==> config.mk <==
export PLATFORM = sky130hd
export DESIGN_NAME = json_string_escaper_unit_flat
export DESIGN_NICKNAME = d
export VERILOG_FILES = /design/src/rtl/core/jse_pkg.sv /design/src/rtl/core/jse_stream_if.sv /design/src/rtl/core/json_string_escaper_unit.sv /design/src/rtl/core/jse_encoder.sv /design/src/rtl/core/jse_serializer.sv /design/src/flat_wrapper.sv
export VERILOG_INCLUDE_DIRS = /design/src /design/src/rtl/core
export SDC_FILE = /design/constraint.sdc
export NUM_CORES = 1
export LEC_CHECK = 0
export BUFFER_PORTS_ARGS = -buffer_cell sky130_fd_sc_hd__buf_4
export CAP_MARGIN = 20
export CORE_ASPECT_RATIO = 0.6
export CORE_MARGIN = 4
export CORE_UTILIZATION = 57
export CTS_BUF_LIST = sky130_fd_sc_hd__clkbuf_4 sky130_fd_sc_hd__clkbuf_8
export DETAILED_ROUTE_END_ITERATION = 8
export GPL_TIMING_DRIVEN = 0
export PLACE_DENSITY = 0.86
export SLEW_MARGIN = 20
export SYNTH_ARGS = -nofsm -noshare
export SYNTH_HDL_FRONTEND = slang
export SYNTH_SLANG_ARGS = --single-unit
==> constraint.sdc <==
create_clock -name clk -period 3.3 [get_ports clk]
set_clock_uncertainty 0.1 [all_clocks]
set_input_delay 0.66 -clock clk [delete_from_list [all_inputs] [get_ports clk]]
set_output_delay 0.66 -clock clk [all_outputs]
set_load 0.005 [all_outputs]
==> src/rtl/core/assert_macros.svh <==
// Assertion macros for the RTL core files.
// No dependencies; included by modules that check their own logic.
`ifndef ASSERT_MACROS_SVH
`define ASSERT_MACROS_SVH

// Property checked on every rising edge outside reset.
`define JSE_ASSERT(lbl, clk, rst_n, prop, msg) \
	lbl: assert property (@(posedge clk) disable iff (!rst_n) (prop)) else $error(msg);

// Condition that must never hold outside reset.
`define JSE_NEVER(lbl, clk, rst_n, cond, msg) \
	`JSE_ASSERT(lbl, clk, rst_n, !(cond), msg)

`endif

==> src/rtl/core/jse_pkg.sv <==
// Types, constants and helper functions for the JSON string escaper.
// No dependencies; used by the stream interfaces and by every core module.
`timescale 1ns / 1ps

package jse_pkg;

	// Field widths
	localparam int ACT_W  = 2;
	localparam int CP_W   = 21;
	localparam int BYTE_W = 8;

	// Longest run of output bytes for one item (surrogate pair escape)
	localparam int MAX_RUN = 12;
	localparam int LEN_W   = $clog2(MAX_RUN + 1);

	// Action codes
	localparam logic [ACT_W-1:0] ACT_OPEN  = 2'd0;
	localparam logic [ACT_W-1:0] ACT_CHAR  = 2'd1;
	localparam logic [ACT_W-1:0] ACT_CLOSE = 2'd2;

	// Configuration register indexes
	localparam int CFG_IDX_W = 1;
	localparam logic [CFG_IDX_W-1:0] REG_ESCAPE_SLASH = 1'd0;
	localparam logic [CFG_IDX_W-1:0] REG_ENSURE_ASCII = 1'd1;

	// Codepoint limits and UTF-16 constants
	localparam logic [CP_W-1:0] CP_MAX      = 21'h10FFFF;
	localparam logic [CP_W-1:0] CP_REPL     = 21'h00FFFD;
	localparam logic [CP_W-1:0] CP_BMP_END  = 21'h010000;
	localparam logic [CP_W-1:0] CP_CTRL_END = 21'h000020;
	localparam logic [CP_W-1:0] CP_ASCII    = 21'h00007F;
	localparam logic [15:0]     SURR_HI     = 16'hD800;
	localparam logic [15:0]     SURR_LO     = 16'hDC00;

	// Characters
	localparam logic [BYTE_W-1:0] CH_QUOTE = 8'h22;
	localparam logic [BYTE_W-1:0] CH_BSL   = 8'h5C;
	localparam logic [BYTE_W-1:0] CH_SLASH = 8'h2F;
	localparam logic [BYTE_W-1:0] CH_U     = 8'h75;

	typedef struct packed {
		logic escape_slash;
		logic ensure_ascii;
	} cfg_t;

	// One run of output bytes; bytes[0] goes out first
	typedef struct packed {
		logic [LEN_W-1:0]                len;
		logic [MAX_RUN-1:0][BYTE_W-1:0] bytes;
	} run_t;

	// Lowercase hex digit
	function automatic logic [BYTE_W-1:0] hex_char(input logic [3:0] nib);
		logic [BYTE_W-1:0] r;
		if (nib < 4'd10)
			r = 8'h30 + {4'h0, nib};
		else
			r = 8'h57 + {4'h0, nib};
		return r;
	endfunction

	// Second byte of a short escape, zero where there is none
	function automatic logic [BYTE_W-1:0] short_code(input logic [BYTE_W-1:0] c);
		logic [BYTE_W-1:0] r;
		case (c)
			8'h5C:   r = 8'h5C;
			8'h22:   r = 8'h22;
			8'h08:   r = 8'h62;
			8'h0C:   r = 8'h66;
			8'h0A:   r = 8'h6E;
			8'h0D:   r = 8'h72;
			8'h09:   r = 8'h74;
			8'h2F:   r = 8'h2F;
			default: r = 8'h00;
		endcase
		return r;
	endfunction

endpackage

==> src/rtl/core/jse_stream_if.sv <==
// Valid/ready stream interfaces for the escaper's input and output items.
// Depends on jse_pkg for field widths.
`timescale 1ns / 1ps

interface jse_in_if;
	logic                        valid;
	logic                        ready;
	logic [jse_pkg::ACT_W-1:0]   action;
	logic [jse_pkg::CP_W-1:0]    codepoint;

	modport source (output valid, action, codepoint, input ready);
	modport sink   (input valid, action, codepoint, output ready);
endinterface

interface jse_out_if;
	logic                        valid;
	logic                        ready;
	logic [jse_pkg::BYTE_W-1:0]  out_byte;
	logic                        end_of_run;

	modport source (output valid, out_byte, end_of_run, input ready);
	modport sink   (input valid, out_byte, end_of_run, output ready);
endinterface

==> src/rtl/core/json_string_escaper_unit.sv <==
// JSON string escaper top level: input register, encoder, output serializer.
// in_ch items: action (0 open quote, 1 codepoint, 2 close quote) and codepoint.
// out_ch items: one escaped byte each, end_of_run set on the last byte of a run.
// Configuration: cfg_we writes cfg_data into register cfg_index
// (0 escape_slash, 1 ensure_ascii); write only while no item is in flight.
// An item passes the input register and then the result register; the first
// byte of an item is presented once the result register has loaded it.
// Throughput: an item producing n bytes holds the single byte-wide output port
// until its n bytes are taken; items that escape to one byte flow at one per
// cycle while out_ch is ready. Action code 3 produces nothing and is never loaded.
// When out_ch stalls the result register holds its byte, the input register
// fills, and in_ch.ready drops until the run drains.
// Reset (arst_n low) empties both registers and clears both config bits.
// Depends on jse_pkg, jse_stream_if, jse_encoder, jse_serializer, assert_macros.svh.
`timescale 1ns / 1ps

`include "assert_macros.svh"

module json_string_escaper_unit (
	input  logic                          clk,
	input  logic                          arst_n,
	jse_in_if.sink                        in_ch,
	jse_out_if.source                     out_ch,
	input  logic                          cfg_we,
	input  logic [jse_pkg::CFG_IDX_W-1:0] cfg_index,
	input  logic                          cfg_data
);
	import jse_pkg::*;

	cfg_t            cfg_q;
	logic            valid_s1;
	logic [ACT_W-1:0] action_s1;
	logic [CP_W-1:0] cp_s1;
	run_t            run;
	logic            load_ready;
	logic            load;
	logic            adv_s1;

	// Configuration registers
	always_ff @(posedge clk or negedge arst_n) begin
		if (!arst_n) begin
			cfg_q <= '0;
		end else if (cfg_we) begin
			unique case (cfg_index)
				REG_ESCAPE_SLASH: cfg_q.escape_slash <= cfg_data;
				REG_ENSURE_ASCII: cfg_q.ensure_ascii <= cfg_data;
				default:          cfg_q <= cfg_q;
			endcase
		end
	end

	// Input register handshake: empty runs retire without a load
	assign adv_s1      = valid_s1 && ((run.len == '0) || load_ready);
	assign load        = valid_s1 && (run.len != '0) && load_ready;
	assign in_ch.ready = !valid_s1 || adv_s1;

	always_ff @(posedge clk or negedge arst_n) begin
		if (!arst_n) begin
			valid_s1 <= 1'b0;
		end else if (in_ch.ready) begin
			valid_s1 <= in_ch.valid;
		end
	end

	always_ff @(posedge clk) begin
		if (in_ch.valid && in_ch.ready) begin
			action_s1 <= in_ch.action;
			cp_s1     <= in_ch.codepoint;
		end
	end

	jse_encoder u_enc (
		.action    (action_s1),
		.codepoint (cp_s1),
		.cfg       (cfg_q),
		.run       (run)
	);

	jse_serializer u_ser (
		.clk        (clk),
		.arst_n     (arst_n),
		.load       (load),
		.run        (run),
		.load_ready (load_ready),
		.out_ch     (out_ch)
	);

	// Checks
	`JSE_ASSERT(a_s1_hold, clk, arst_n, valid_s1 && !adv_s1 |=> valid_s1 && $stable(cp_s1) && $stable(action_s1), "input register lost a stalled item")
	`JSE_ASSERT(a_load_free, clk, arst_n, load |-> !out_ch.valid || (out_ch.ready && out_ch.end_of_run), "run loaded over undelivered bytes")
	`JSE_NEVER(a_empty_ready, clk, arst_n, !valid_s1 && !in_ch.ready, "input blocked while input register empty")

endmodule

==> src/rtl/core/jse_encoder.sv <==
// Combinational escaper: one registered item in, one run of output bytes out.
// Depends on jse_pkg.
`timescale 1ns / 1ps

module jse_encoder (
	input  logic [jse_pkg::ACT_W-1:0] action,
	input  logic [jse_pkg::CP_W-1:0]  codepoint,
	input  jse_pkg::cfg_t             cfg,
	output jse_pkg::run_t             run
);
	import jse_pkg::*;

	logic [CP_W-1:0]   cp;
	logic [CP_W-1:0]   off;
	logic [15:0]       hi;
	logic [15:0]       lo;
	logic [15:0]       bmp;
	logic [BYTE_W-1:0] sc;
	logic              esc;

	// Clamp out-of-range values and decide whether to escape
	always_comb begin
		cp  = (codepoint > CP_MAX) ? CP_REPL : codepoint;
		esc = (cp == {13'd0, CH_BSL}) || (cp == {13'd0, CH_QUOTE}) || (cp < CP_CTRL_END);
		if (cfg.escape_slash && cp == {13'd0, CH_SLASH})
			esc = 1'b1;
		if (cfg.ensure_ascii && cp > CP_ASCII)
			esc = 1'b1;
		sc  = (cp[CP_W-1:BYTE_W] == '0) ? short_code(cp[BYTE_W-1:0]) : '0;
		off = cp - CP_BMP_END;
		hi  = SURR_HI | {6'd0, off[19:10]};
		lo  = SURR_LO | {6'd0, off[9:0]};
		bmp = cp[15:0];
	end

	// Build the byte run
	always_comb begin
		run = '0;
		case (action) inside
			ACT_OPEN, ACT_CLOSE: begin
				run.len      = LEN_W'(1);
				run.bytes[0] = CH_QUOTE;
			end
			ACT_CHAR: begin
				if (!esc) begin
					// plain UTF-8
					if (cp < 21'h80) begin
						run.len      = LEN_W'(1);
						run.bytes[0] = cp[7:0];
					end else if (cp < 21'h800) begin
						run.len      = LEN_W'(2);
						run.bytes[0] = {3'b110, cp[10:6]};
						run.bytes[1] = {2'b10, cp[5:0]};
					end else if (cp < CP_BMP_END) begin
						run.len      = LEN_W'(3);
						run.bytes[0] = {4'b1110, cp[15:12]};
						run.bytes[1] = {2'b10, cp[11:6]};
						run.bytes[2] = {2'b10, cp[5:0]};
					end else begin
						run.len      = LEN_W'(4);
						run.bytes[0] = {5'b11110, cp[20:18]};
						run.bytes[1] = {2'b10, cp[17:12]};
						run.bytes[2] = {2'b10, cp[11:6]};
						run.bytes[3] = {2'b10, cp[5:0]};
					end
				end else if (sc != '0) begin
					// two-byte short escape
					run.len      = LEN_W'(2);
					run.bytes[0] = CH_BSL;
					run.bytes[1] = sc;
				end else if (cp < CP_BMP_END) begin
					run.len      = LEN_W'(6);
					run.bytes[0] = CH_BSL;
					run.bytes[1] = CH_U;
					run.bytes[2] = hex_char(bmp[15:12]);
					run.bytes[3] = hex_char(bmp[11:8]);
					run.bytes[4] = hex_char(bmp[7:4]);
					run.bytes[5] = hex_char(bmp[3:0]);
				end else begin
					// surrogate pair
					run.len       = LEN_W'(12);
					run.bytes[0]  = CH_BSL;
					run.bytes[1]  = CH_U;
					run.bytes[2]  = hex_char(hi[15:12]);
					run.bytes[3]  = hex_char(hi[11:8]);
					run.bytes[4]  = hex_char(hi[7:4]);
					run.bytes[5]  = hex_char(hi[3:0]);
					run.bytes[6]  = CH_BSL;
					run.bytes[7]  = CH_U;
					run.bytes[8]  = hex_char(lo[15:12]);
					run.bytes[9]  = hex_char(lo[11:8]);
					run.bytes[10] = hex_char(lo[7:4]);
					run.bytes[11] = hex_char(lo[3:0]);
				end
			end
			default: run = '0;
		endcase
	end

endmodule

==> src/rtl/core/jse_serializer.sv <==
// Result register: holds one byte run and shifts it out one byte per item.
// Depends on jse_pkg and jse_stream_if.
`timescale 1ns / 1ps

module jse_serializer (
	input  logic          clk,
	input  logic          arst_n,
	input  logic          load,
	input  jse_pkg::run_t run,
	output logic          load_ready,
	jse_out_if.source     out_ch
);
	import jse_pkg::*;

	logic [MAX_RUN-1:0][BYTE_W-1:0] bytes_s2;
	logic [LEN_W-1:0]               cnt_s2;
	logic                           take;

	assign take       = out_ch.valid && out_ch.ready;
	assign load_ready = (cnt_s2 == '0) || (take && cnt_s2 == LEN_W'(1));

	// Remaining byte count
	always_ff @(posedge clk or negedge arst_n) begin
		if (!arst_n) begin
			cnt_s2 <= '0;
		end else if (load) begin
			cnt_s2 <= run.len;
		end else if (take) begin
			cnt_s2 <= cnt_s2 - LEN_W'(1);
		end
	end

	// Byte shift register, head at index 0
	always_ff @(posedge clk) begin
		if (load) begin
			bytes_s2 <= run.bytes;
		end else if (take) begin
			bytes_s2 <= {{BYTE_W{1'b0}}, bytes_s2[MAX_RUN-1:1]};
		end
	end

	assign out_ch.valid      = (cnt_s2 != '0);
	assign out_ch.out_byte   = bytes_s2[0];
	assign out_ch.end_of_run = (cnt_s2 == LEN_W'(1));

endmodule

==> src/flat_wrapper.sv <==
// flat-port wrapper written by rule: the top's interface ports become plain ports
module json_string_escaper_unit_flat import jse_pkg::*;
  (clk, arst_n, cfg_we, cfg_index, cfg_data, in_ch_valid, in_ch_action, in_ch_codepoint, in_ch_ready, out_ch_valid, out_ch_out_byte, out_ch_end_of_run, out_ch_ready);
  jse_in_if in_ch_i ();
  jse_out_if out_ch_i ();
  input  logic clk;
  input  logic arst_n;
  input  logic cfg_we;
  input  logic [jse_pkg::CFG_IDX_W-1:0] cfg_index;
  input  logic cfg_data;
  input wire logic [$bits(in_ch_i.valid)-1:0] in_ch_valid;
  input wire logic [$bits(in_ch_i.action)-1:0] in_ch_action;
  input wire logic [$bits(in_ch_i.codepoint)-1:0] in_ch_codepoint;
  output wire logic [$bits(in_ch_i.ready)-1:0] in_ch_ready;
  output wire logic [$bits(out_ch_i.valid)-1:0] out_ch_valid;
  output wire logic [$bits(out_ch_i.out_byte)-1:0] out_ch_out_byte;
  output wire logic [$bits(out_ch_i.end_of_run)-1:0] out_ch_end_of_run;
  input wire logic [$bits(out_ch_i.ready)-1:0] out_ch_ready;
  assign in_ch_i.valid = in_ch_valid;
  assign in_ch_i.action = in_ch_action;
  assign in_ch_i.codepoint = in_ch_codepoint;
  assign in_ch_ready = in_ch_i.ready;
  assign out_ch_valid = out_ch_i.valid;
  assign out_ch_out_byte = out_ch_i.out_byte;
  assign out_ch_end_of_run = out_ch_i.end_of_run;
  assign out_ch_i.ready = out_ch_ready;
  json_string_escaper_unit u_core (.clk(clk), .arst_n(arst_n), .in_ch(in_ch_i), .out_ch(out_ch_i), .cfg_we(cfg_we), .cfg_index(cfg_index), .cfg_data(cfg_data));
endmodule
* Yosys cells after proc, flatten, opt, wreduce, memory -nomap -nowiden
Index checks and enable logic that the tools add are counted.
** Word-level totals
- Output and inout bits :: 11
- Logic and storage cells :: 139
- Input bits :: 30
- Register bits :: 126
** Cells by class
- Add/sub/neg operators :: 22
- Equality and inequality tests :: 14
- Magnitude comparators :: 16
- Muxes and demuxes :: 43
- Bitwise gates (word level) :: 1
- Reduce and logical (&&, ||, !) cells :: 25
** Operators by type and width (number)
- $mux W96 :: 2
- $mux W88 :: 2
- $mux W8 :: 15
- $mux W48 :: 2
- $add A7 B4 Y8 const A :: 10
- $mux W80 :: 1
- $add A6 B4 Y7 const A :: 10
- $mux W64 :: 1
- $pmux W7 S8 :: 1
- $mux W16 :: 3
- $eq A21 B6 Y1 const B :: 2
- $eq A8 B4 Y1 const B :: 5
- $lt A4 B4 Y1 const B :: 10
- $mux W4 :: 9
- $mux W32 :: 1
- $mux W24 :: 1
- $mux W22 :: 1
- $eq A21 B7 Y1 const B :: 1
- $gt A21 B21 Y1 const B :: 1
- $gt A21 B7 Y1 const B :: 1
- $lt A21 B12 Y1 const B :: 1
- $lt A21 B17 Y1 const B :: 1
- $lt A21 B6 Y1 const B :: 1
- $lt A21 B8 Y1 const B :: 1
- 22 further kinds :: 38

* Depth between registers and ports, before layout
Gate-level depths: netlist of the first run.
- Depth after elaboration :: 15
- Gate-level depth with buffers :: 13
- Mapped depth without buffers :: 10

* Hierarchy
Synthesis of the first run repeated with hierarchy kept, for this count alone.
** Unflattened totals
- Cells, all modules :: 701
- Area total of the unflattened synthesis :: 8007.7 um^2
** By module, submodules not included
- jse_serializer :: cells an instance 243, area an instance 4428.0 um^2, times used 1
- jse_encoder :: cells an instance 422, area an instance 2736.4 um^2, times used 1
- json_string_escaper_unit :: cells an instance 36, area an instance 843.3 um^2, times used 1

* Least setup slack after synthesis of the first run
No wires, ideal clock.
- Path kind :: register -> register
- Start :: register u_core.cp_s1[16]
- End :: register u_core.u_ser.bytes_s2, in the netlist u_core.u_ser.out_ch.out_byte[3] (data pin)
- Cell stages (with the launch flop) :: 13
- Buffers on the path :: 3
- Setup time :: 0.257 ns
- Slack :: -0.354 ns
- Period minus slack after synthesis :: 3.654 ns
- Arrival time :: 3.297 ns
- Cell sequence :: edfxtp_1 > buf_4 > o41a_1 > clkbuf_1 > nor2_1 > ha_1 > and4_1 > nand3_1 > o2bb2ai_1 > or3_1 > buf_4 > or4_1 > a32o_1
** On the way
- Word-level cells in the longest chain between the ends :: 14
- Elaborated cells on any way between the ends :: 47
- Classes of those cells :: order compare: 6; eq/ne: 11; mux: 21; reduce/logical: 9
** Ends and longest elaborated chain
- from (decl) :: RTL line json_string_escaper_unit.sv:33 : logic [CP_W-1:0] cp_s1;
- from (signal assigned) :: RTL line json_string_escaper_unit.sv:68 : cp_s1 <= in_ch.codepoint;
- $gt A21 B21 Y1 :: RTL line jse_encoder.sv:23 : cp = (codepoint > CP_MAX) ? CP_REPL : codepoint;
- $mux W21 * :: RTL line jse_encoder.sv:23
- branches (longest 11 deep; another with $lt A21 B17 Y1)
- $mux W96 * :: RTL line jse_serializer.sv:35 : if (load) begin
- to (signal assigned) :: RTL line jse_serializer.sv:36 : bytes_s2 <= run.bytes;
- to (signal assigned) :: RTL line jse_serializer.sv:38 : bytes_s2 <= {{BYTE_W{1'b0}}, bytes_s2[MAX_RUN-1:1]};
- to (decl) :: RTL line jse_serializer.sv:15 : logic [MAX_RUN-1:0][BYTE_W-1:0] bytes_s2;
Mark *: on every way between the ends.
A chain may end at the register's enable or synchronous reset.

* Worst setup path in the final report of the first run
- Start :: register u_core.cp_s1[19]
- End :: register u_core.u_ser.bytes_s2, in the netlist u_core.u_ser.out_ch.out_byte[3] (data pin)
The elaborated chain is that of the path after synthesis.

==> results of run 1 <==
state kept, by name (all words and copies together), names as in the netlist:
signal	cells
u_core.valid_s1	1
u_core.u_ser.out_ch.out_byte	8
u_core.cp_s1	21
u_core.u_ser.cnt_s2	4
u_core.u_ser.bytes_s2	80
u_core.cfg_q	2
u_core.action_s1	2
Yosys cell counts (3+ instances only):
| library cell | instances | share of area (%) |
|---|---|---|
| a21o_1 | 6 | 0.66 |
| a21oi_1 | 26 | 1.9 |
| a221o_1 | 3 | 0.44 |
| a22o_1 | 14 | 1.8 |
| a22oi_1 | 5 | 0.55 |
| a31oi_1 | 6 | 0.55 |
| a32o_1 | 4 | 0.59 |
| a32oi_1 | 8 | 1.0 |
| and2_1 | 15 | 1.4 |
| and3_1 | 6 | 0.55 |
| and4_1 | 4 | 0.51 |
| buf_2 | 7 | 0.51 |
| buf_4 | 10 | 1.1 |
| clkbuf_1 | 42 | 2.3 |
| dfrtp_1 | 7 | 2.6 |
| edfxtp_1 | 111 | 49 |
| ha_1 | 22 | 4.0 |
| inv_1 | 20 | 1.1 |
| mux2i_1 | 4 | 0.59 |
| nand2_1 | 85 | 4.7 |
| nand2b_1 | 7 | 0.64 |
| nand3_1 | 16 | 1.2 |
| nand3b_1 | 3 | 0.33 |
| nand4_1 | 3 | 0.27 |
| nor2_1 | 46 | 2.5 |
| nor2b_1 | 7 | 0.64 |
| nor3_1 | 26 | 1.9 |
| nor3b_1 | 3 | 0.33 |
| nor4_1 | 5 | 0.46 |
| o211ai_1 | 4 | 0.44 |
| o21a_1 | 3 | 0.33 |
| o21ai_0 | 37 | 2.7 |
| o21ai_1 | 22 | 1.6 |
| o221ai_1 | 9 | 1.2 |
| o22a_1 | 3 | 0.38 |
| o22ai_1 | 5 | 0.46 |
| o2bb2ai_1 | 3 | 0.38 |
| o31ai_1 | 6 | 0.66 |
| or3_1 | 5 | 0.46 |
| or4_1 | 3 | 0.33 |
| xnor2_1 | 11 | 1.4 |
| xor2_1 | 4 | 0.51 |
layout make-up:
class | count | area share [%]
Multi-Input combinational cell | 475 | 39.79
Inverter | 22 | 1.179
Timing Repair Buffer | 99 | 9.569
Sequential cell | 118 | 39.34
Clock inverter | 15 | 1.726
Tap cell | 160 | 2.245
Buffer | 52 | 3.522
Clock buffer | 17 | 2.624
power breakdown:
| part | switching [mW] | total (mW) | leakage [nW] | internal, mW |
|---|---|---|---|---|
| Combinational | 1.58 | 2.57 | 1.99 | 0.988 |
| Sequential | 0.210 | 2.49 | 1.17 | 2.28 |
| Clock | 0.695 | 1.37 | 0.186 | 0.674 |
how the worst min path moves through the flow:
stage	depth (start not counted)	slack [ns]	end
floorplan	0	0.26	u_core.cfg_q[0]$_DFFE_PN0P_
global placement	1	0.38	u_core.cfg_q[1]$_DFFE_PN0P_
detailed placement	1	0.38	u_core.cfg_q[0]$_DFFE_PN0P_
CTS	1	0.28	u_core.cp_s1[9]$_DFFE_PP_
global route	1	0.27	u_core.cp_s1[15]$_DFFE_PP_
finish	1	0.27	u_core.cp_s1[9]$_DFFE_PP_
kinds of logic after synthesis:
logic type | Yosys count | share of synthesized area [%]
AO/OA/AOI/OAI | 185 | 18.65
buffers and inverters | 83 | 5.339
multiplexers | 6 | 0.9142
AND/OR/NAND/NOR | 246 | 17.88
adder cells (fa/ha/maj) | 22 | 4.023
flip-flops | 118 | 51.27
XOR/XNOR | 15 | 1.920
routing by layer:
metal  global-route usage, %  up-vias  routed length (um)
met1                   52.64     3088                9965
li1                        -     2754                   -
met5                       0        -                   0
met3                   15.21       98                4382
met4                   11.27        0                 713
met2                   45.56      592                9591
repair_timing:
item                                    4_1_cts  5_1_grt
buffers inserted                             39       17
gates cloned                                  4        0
endpoints found under the hold margin         7        0
pin swaps                                    25       35
gates resized for setup                      86       82
endpoints found under the setup margin       81       81
hold buffers                                  1        0
metrics by stage:
step	util (%)	instances	hold WS, ns	instance area [um2]	setup WS [ns]
detailed placement	64.84	878	0.3805	7472	-1.323
global route	77.38	958	0.2706	8917	-0.2292
global placement	64.36	875	0.3758	7417	-1.248
floorplan	-	675	0.2644	6917	-0.1589
finish	77.38	958	0.2723	8917	-0.1802
CTS	74.18	951	0.2770	8548	-0.3449
critical path: stages (launching register included):
cell,delay [ns]
edfxtp_1,0.42
o41a_1,0.55
clkbuf_16,0.23
nor2_4,0.17
ha_4,0.16
and4_1,0.22
nand3_2,0.13
o2bb2ai_4,0.17
or3_4,0.39
or4_4,0.42
a32o_1,0.26
cells in the final DEF, fill, tap and decap left out, drive strengths merged, types with 6 or more instances in the layout:
cell and count:
a22o 14, and3 6, o31ai 7, buf 112, a31oi 6, nor2 46, a21o 6, xnor2 11
and2 16, edfxtp 111, nand3 16, o221ai 9, nand2b 7, a32oi 8, a21oi 26, clkinv 6
clkbuf 55, o21ai 59, nor2b 7, inv 23, dfrtp 7, nand2 86, ha 22, clkinvlp 6
nor3 26
==> results.cfg, run 1 <==
[die]
die_area_mm2 = 0.01388
core_mm2 = 0.01152
die_y_um = 92.87
start_util_pct = 59.38
fp.dieW_um = 149.5
pin_count = 41
fp-row-count = 30

[hold_path]
hp-start = in_ch_codepoint[9]
hold_class = input port to register

[pwr]
power_mw = 6.428
ir_drop_uv = 399.0
powerDensity_mw_per_mm2 = 720.9
leakage_nw = 3.346

[detailed_routing]
num_vias = 6532
drc_errors = 0
finalWirelength_um = 24650
postRouteAntennaNets = 0
wl_per_cell_um = 25.73
drt_iter0_markers = 1021
detail_route.vias_per_cell = 6.818
first_pass_iters = 7

[clock_tree]
path_clk_slew_ns = 0.08
h-tree-depth = 4
clock_sinks = 118
insertion_delay_ns = 0.46
cts_buffer_depth = 2
cts-buffers-inserted = 17
clockRootBuffer = clkbuf_8
cts_tree = built

[status]
outcome = finished with violations
violations = setup timing

[critical_path]
cp-start-kind = register
worst-path-max-fanout = 8
cp-endpoint = u_core.u_ser.out_ch.out_byte[3]$_DFFE_PP_
r2r-end = u_core.u_ser.out_ch.out_byte[3]$_DFFE_PP_
end_kind = register
worstSetupPathType = register to register
worstReg2RegStart = u_core.cp_s1[19]$_DFFE_PP_
startpoint = u_core.cp_s1[19]$_DFFE_PP_
required_ns = 3.40
reg2reg_depth = 10
ff2ff_setup_slack_ns = -0.18
crit_arrival_ns = 3.58

[placed_design]
dpl.hpwl_um = 16280
port_buffers = 40
gp_congestion = 1.021

[synthesis]
ys_seq_area_share_pct = 51.27
ys_ff_latch = 118
async_flop_share_pct = 5.932
synth_warnings = 0
synth_area_mm2 = 0.006843
synth-main-ff-cell = edfxtp_1
synth_fp_nets = 727
synthCells = 675
synth_edf_count = 111
synth.lib_cells_used.distinct = 72
synth.avg_cell_area_um2 = 10.14

[sta]
slew_viol_final = 0
fin_tns_setup_ns = -1.810
fmax_mhz = 287.3
slew_headroom_pct = 31.24
setup_slack_ns = -0.1802
min_period_ns = 3.480
rsz0062_at_grt = yes
setup_violations = 35
min_period_over_period_pct = 105.5
tightest_slew_ns = 1.031
hold_viol = 0

[global_route]
track_usage_pct = 35.30
grt_pass1_vias = 5968
grt_remaining_overflow = 0
grt_pass1_wl_um = 35960
grt_start_max_net_pins = 40
antenna_found_initial = 0

[final_layout]
insertedDiodeCount = 0
fill_cells = 772
multi_input_area_mm2 = 0.003548
fin_nets = 837
syn_to_final_growth_pct = 30.32
drive_gt1_share_pct = 31.20
seqCellArea_mm2 = 0.003508

[run]
maxCapViolations = 0
(Power assumes the default switching activity.)
==> inputs of run 2 (changes only) <==
--- a/config.mk
+++ b/config.mk
@@ -9,7 +9,6 @@
 export BUFFER_PORTS_ARGS = -buffer_cell sky130_fd_sc_hd__buf_4
 export CAP_MARGIN = 20
 export CORE_ASPECT_RATIO = 0.6
-export CORE_MARGIN = 4
 export CORE_UTILIZATION = 57
 export CTS_BUF_LIST = sky130_fd_sc_hd__clkbuf_4 sky130_fd_sc_hd__clkbuf_8
 export DETAILED_ROUTE_END_ITERATION = 8
==> run 2 against run 1 <==
Against the previous run:
- the run still ends with setup timing left
- non-clock buffer count is 3 lower
- via count is 0.61% lower
- final area is 0.94% higher
- first-iteration DRC count is 26% higher
- hold slack worse by 0.0077 ns
- critical path depth stayed put
- die area is 10% lower
- sequential power hardly changed
- power is 0.71% higher
- critical path type unchanged
- critical endpoint unchanged
- largest cell class unchanged
==> results.cfg, run 2 (same netlist as run 1, synthesis figures left out) <==
[status]
outcome = finished with violations
violations = setup timing

[pwr]
ir_drop_uv = 330.4
p_switching_mw = 2.545
combPwrFrac_pct = 40.4
clockPowerShare_pct = 21.2
intPower_mw = 3.929
leakage_nw = 3.399
seq_power_share_pct = 38.4
power_mw = 6.474
switching_share_pct = 39.31
powerDensity_mw_per_mm2 = 719.2

[die]
fp-row-count = 30
start_util_pct = 59.58
die_area_mm2 = 0.01246
pin_count = 41
fp.dieW_um = 143.5
die_y_um = 86.87
core_mm2 = 0.01149

[detailed_routing]
drc_errors = 0
detail_route.vias_per_cell = 6.791
num_vias = 6492
postRouteAntennaNets = 0
first_pass_iters = 7
drt_iter0_markers = 1287
finalWirelength_um = 24230
wl_per_cell_um = 25.34

[critical_path]
crit_arrival_ns = 3.66
reg2reg_depth = 10
cpLargestDelayFamily = simple AND/OR/NAND/NOR gates
worstReg2RegStart = u_core.cp_s1[17]$_DFFE_PP_
path_cells = o41a_4, clkbuf_16, nor2_4, ha_4, and4_4, nand3_4, o2bb2ai_4, or3_4, or4_4, a32o_2
crit_buf_inv = 1
end_kind = register
cpPeakStageDelay_ns = 0.55
worst-path-max-fanout = 9
cp_num_cells = 10
slowest_stage = edfxtp_1
r2r-end = u_core.u_ser.out_ch.out_byte[3]$_DFFE_PP_
required_ns = 3.42
cp-start-kind = register
cp-endpoint = u_core.u_ser.out_ch.out_byte[3]$_DFFE_PP_
startpoint = u_core.cp_s1[17]$_DFFE_PP_
ff2ff_setup_slack_ns = -0.24
worstSetupPathType = register to register

[sta]
rsz0062_at_grt = yes
slew_headroom_pct = 34.47
hold_viol = 0
slew_viol_final = 0
holdWs_ns = 0.2645
fmax_mhz = 282.2
setup_slack_ns = -0.2433
setup_violations = 54
min_period_ns = 3.543
tightest_slew_ns = 0.9740
min_period_over_period_pct = 107.4
fin_tns_setup_ns = -2.975

[final_layout]
fill_cells = 727
largest_reg_flops = 80
layout_common_cells = 111 x edfxtp_1, 84 x buf_4, 73 x nand2_1
fin_nets = 835
final_util_pct = 78.37
fin_cells = 956
insertedDiodeCount = 0
syn_to_final_growth_pct = 31.54
drive_gt1_share_pct = 31.28
top_register = u_core.u_ser.bytes_s2
final_common_cell = edfxtp_1

[placed_design]
port_buffers = 40
dp_cells = 878
dpl.hpwl_um = 16110
gp_congestion = 0.9924

[clock_tree]
h-tree-depth = 4
clock_sinks = 118
cts_buffer_depth = 2
insertion_delay_ns = 0.47
cts_tree = built
path_clk_slew_ns = 0.09
cts-buffers-inserted = 17
clockRootBuffer = clkbuf_8

[global_route]
grt_remaining_overflow = 0
antenna_found_initial = 0
grt_pass1_wl_um = 34530
grt_start_max_net_pins = 36
track_usage_pct = 39.11
grt_pass1_vias = 5676

[run]
maxCapViolations = 0

[hold_path]
hold_class = input port to register
-- run 2: per-stage QoR --
step	cell area, um2	worst slack, ns
after floorplan	6917	-0.1589
after global placement	7417	-1.258
after detailed placement	7470	-1.276
after CTS	8559	-0.3437
after global routing	9001	-0.3007
final	9001	-0.2433
-- run 2: what timing repair did --
item | in CTS | in global routing
hold endpoints to repair | 7 | 0
cloned | 4 | 1
pin swaps | 21 | 39
setup endpoints to repair | 81 | 79
buffers inserted | 27 | 21
gates resized for setup | 86 | 74
hold buffers | 1 | 0
-- run 2: worst min path at each step --
| stage | from | end | slack, ns | cells after the start |
|---|---|---|---|---|
| after detailed placement | arst_n | u_core.cfg_q[1]$_DFFE_PN0P_ | 0.38 | 1 |
| after floorplan | arst_n | u_core.cfg_q[0]$_DFFE_PN0P_ | 0.26 | 0 |
| after global routing | in_ch_codepoint[16] | u_core.cp_s1[16]$_DFFE_PP_ | 0.27 | 1 |
| after global placement | arst_n | u_core.cfg_q[1]$_DFFE_PN0P_ | 0.38 | 1 |
| final | in_ch_codepoint[14] | u_core.cp_s1[14]$_DFFE_PP_ | 0.26 | 1 |
| after CTS | in_ch_codepoint[19] | u_core.cp_s1[19]$_DFFE_PP_ | 0.27 | 1 |
-- run 2: power groups by stage --
stage | registers, mW | clock network [mW] | logic, mW
3_3_place_gp | 2.48 | 0 | 1.98
4_1_cts | 2.47 | 1.35 | 2.27
6_report | 2.49 | 1.37 | 2.61
5_1_grt | 2.52 | 1.40 | 2.75
2_1_floorplan | 2.42 | 0 | 1.37
3_5_place_dp | 2.48 | 0 | 2.07
-- run 2: cell type report --
cell class	instances	area, um2	area share (%)
multi-input cells	476	3633	40.37
plain buffers	55	357.8	3.976
clock inverters	15	153.9	1.710
inverters	22	97.59	1.084
well taps	160	200.2	2.224
repair buffers	93	815.8	9.063
flip-flops and latches	118	3508	38.98
clock buffers	17	234.0	2.599
-- run 2: layer usage --
layer  GRT usage, %  wire length, um  vias to the layer above
li1               -                -                     2745
met1          57.11             9423                     3045
met3          15.01             4075                       87
met2          54.37            10030                      613
met4          9.188              656                        2
met5              0               38                        -
==> inputs of run 3 (changes only) <==
--- a/config.mk
+++ b/config.mk
@@ -9,11 +9,11 @@
 export BUFFER_PORTS_ARGS = -buffer_cell sky130_fd_sc_hd__buf_4
 export CAP_MARGIN = 20
 export CORE_ASPECT_RATIO = 0.6
-export CORE_UTILIZATION = 57
+export CORE_UTILIZATION = 40
 export CTS_BUF_LIST = sky130_fd_sc_hd__clkbuf_4 sky130_fd_sc_hd__clkbuf_8
 export DETAILED_ROUTE_END_ITERATION = 8
 export GPL_TIMING_DRIVEN = 0
-export PLACE_DENSITY = 0.86
+export PLACE_DENSITY = 0.64
 export SLEW_MARGIN = 20
 export SYNTH_ARGS = -nofsm -noshare
 export SYNTH_HDL_FRONTEND = slang
==> run 3 against run 2 <==
Against the previous run:
- the flow still finishes with violations (setup timing)
- die area up 42%
- utilization is 23 points lower
- sequential share of layout area shrank 0.79 points
- critical path depth increased by 4
- fmax up 0.38%
- routed wire length up 1.3%
- clock-buffer cell count up 2
- critical path type unchanged
- critical endpoint is now u_core.u_ser.bytes_s2[27]$_DFFE_PP_
==> results.cfg, run 3 (same netlist as run 1, synthesis figures left out) <==
[die]
die_y_um = 103.3
start_util_pct = 41.51
core_mm2 = 0.01649
fp-row-count = 36
pin_count = 41
die_area_mm2 = 0.01765
fp.dieW_um = 170.9

[final_layout]
final_util_pct = 55.72
seqCellArea_mm2 = 0.003508
insertedDiodeCount = 0
drive_gt1_share_pct = 33.38
fill_cells = 1479
final_cell_area_mm2 = 0.009186
final_common_cell = edfxtp_1
syn_to_final_growth_pct = 34.25
largest_reg_flops = 80
layout_common_cells = 111 x edfxtp_1, 80 x buf_4, 67 x nand2_1
fin_nets = 839
multi_input_area_mm2 = 0.003660
top_register = u_core.u_ser.bytes_s2
fin_cells = 1028

[critical_path]
worst-path-max-fanout = 8
worstSetupPathType = register to register
cp-start-kind = register
required_ns = 3.39
crit_arrival_ns = 3.62
ff2ff_setup_slack_ns = -0.23
end_kind = register

[global_route]
busiest_layer = met1
grt_pass1_vias = 5684
grt_remaining_overflow = 0
met1_usage_pct = 40.61
track_usage_pct = 28.17
use_met3_pct = 11.49
antenna_found_initial = 0
grt_pass1_wl_um = 35130
grt_start_max_net_pins = 37
grt.met2_usage_pct = 39.03

[sta]
min_period_ns = 3.530
fmax_mhz = 283.3
min_period_over_period_pct = 107.0
slew_viol_final = 0
tightest_slew_ns = 0.9295
setup_slack_ns = -0.2300
hold_viol = 0
fin_tns_setup_ns = -5.726
rsz0062_at_grt = yes
holdWs_ns = 0.2737
setup_violations = 59
slew_headroom_pct = 37.38

[detailed_routing]
drc_errors = 0
first_pass_iters = 6
detail_route.vias_per_cell = 6.065
num_vias = 6235
finalWirelength_um = 24530
postRouteAntennaNets = 0
wl_per_cell_um = 23.86
drt_iter0_markers = 794

[hold_path]
hold_class = input port to register

[placed_design]
dp_cells = 946
post_dp_cell_area_mm2 = 0.007564
port_buffers = 40
dpl.hpwl_um = 16680
place_ws_ns = -0.9937
gp_congestion = 0.9589

[status]
outcome = finished with violations
violations = setup timing

[pwr]
clockPowerShare_pct = 20.6
combPwrFrac_pct = 40.8
ir_drop_uv = 273.1
leakage_nw = 3.402
intPower_mw = 3.995
seq_power_share_pct = 38.6
switching_share_pct = 37.82
powerDensity_mw_per_mm2 = 699.4
p_switching_mw = 2.430
power_mw = 6.425

[clock_tree]
clockRootBuffer = clkbuf_8
clock_sinks = 118
cts-buffers-inserted = 17
cts_tree = built
insertion_delay_ns = 0.46
path_clk_slew_ns = 0.08
h-tree-depth = 4
cts_buffer_depth = 2

[run]
maxCapViolations = 0
run 3: cell count changes in the layout (fill, tap and decap cells not counted), moves of 4 or more:
| cell | before | now |
|---|---|---|
| buf_12 | 6 | 2 |
| nand2_1 | 73 | 67 |
| a21oi_2 | 1 | 5 |
| a21oi_1 | 25 | 20 |
| clkinv_2 | 1 | 5 |
| inv_6 | 9 | 2 |
| buf_4 | 84 | 80 |
| buf_6 | 9 | 19 |
run 3: area by class of cell:
cell class,count,share of cell area [%]
Multi-Input combinational cell,474,39.84
Sequential cell,118,38.19
Timing Repair Buffer,97,9.684
Buffer,57,3.991
Tap cell,228,3.105
Clock buffer,19,2.710
Clock inverter,13,1.444
Inverter,22,1.035
run 3: critical path, cell delays in order (launching register included):
cell	delay, ns
edfxtp_1	0.38
buf_6	0.13
o41a_1	0.49
clkbuf_16	0.23
nor2_4	0.14
buf_6	0.12
buf_6	0.09
inv_4	0.03
ha_4	0.16
o21ai_2	0.13
or3b_4	0.39
a32oi_2	0.25
and3_1	0.19
nand3b_1	0.25
o221ai_1	0.16
run 3: timing repair:
action,CTS,global route
hold endpoints to repair,7,0
buffers inserted,22,26
pin swaps,26,45
resized for setup,63,121
setup endpoints to repair,81,79
cloned,1,4
hold buffers,1,0
run 3: worst paths after layout:
check	from	endpoint	cells after the start
worst max-delay path	u_core.cp_s1[18]$_DFFE_PP_	u_core.u_ser.bytes_s2[27]$_DFFE_PP_	14
worst min-delay path	in_ch_codepoint[4]	u_core.cp_s1[4]$_DFFE_PP_	1
worst max register to register	u_core.cp_s1[18]$_DFFE_PP_	u_core.u_ser.bytes_s2[27]$_DFFE_PP_	14
worst min register to register	u_core.u_ser.bytes_s2[84]$_DFFE_PP_	u_core.u_ser.bytes_s2[76]$_SDFFCE_PN0P_	1
max in group asynchronous	arst_n	u_core.u_ser.cnt_s2[3]$_DFFE_PN0P_	2
min in group asynchronous	arst_n	u_core.cfg_q[0]$_DFFE_PN0P_	2
run 3: layer usage:
metal | vias to the layer above | wire [um]
li1 | 2742 | -
met1 | 3034 | 10850
met2 | 408 | 9842
met3 | 49 | 3424
met4 | 2 | 372
met5 | - | 41
run 3: power by group through the flow:
stage | clock, mW | sequential [mW] | combinational [mW]
3_5_place_dp | 0 | 2.49 | 2.09
2_1_floorplan | 0 | 2.42 | 1.37
4_1_cts | 1.33 | 2.47 | 2.27
6_report | 1.32 | 2.48 | 2.62
5_1_grt | 1.40 | 2.52 | 2.79
3_3_place_gp | 0 | 2.49 | 2.01
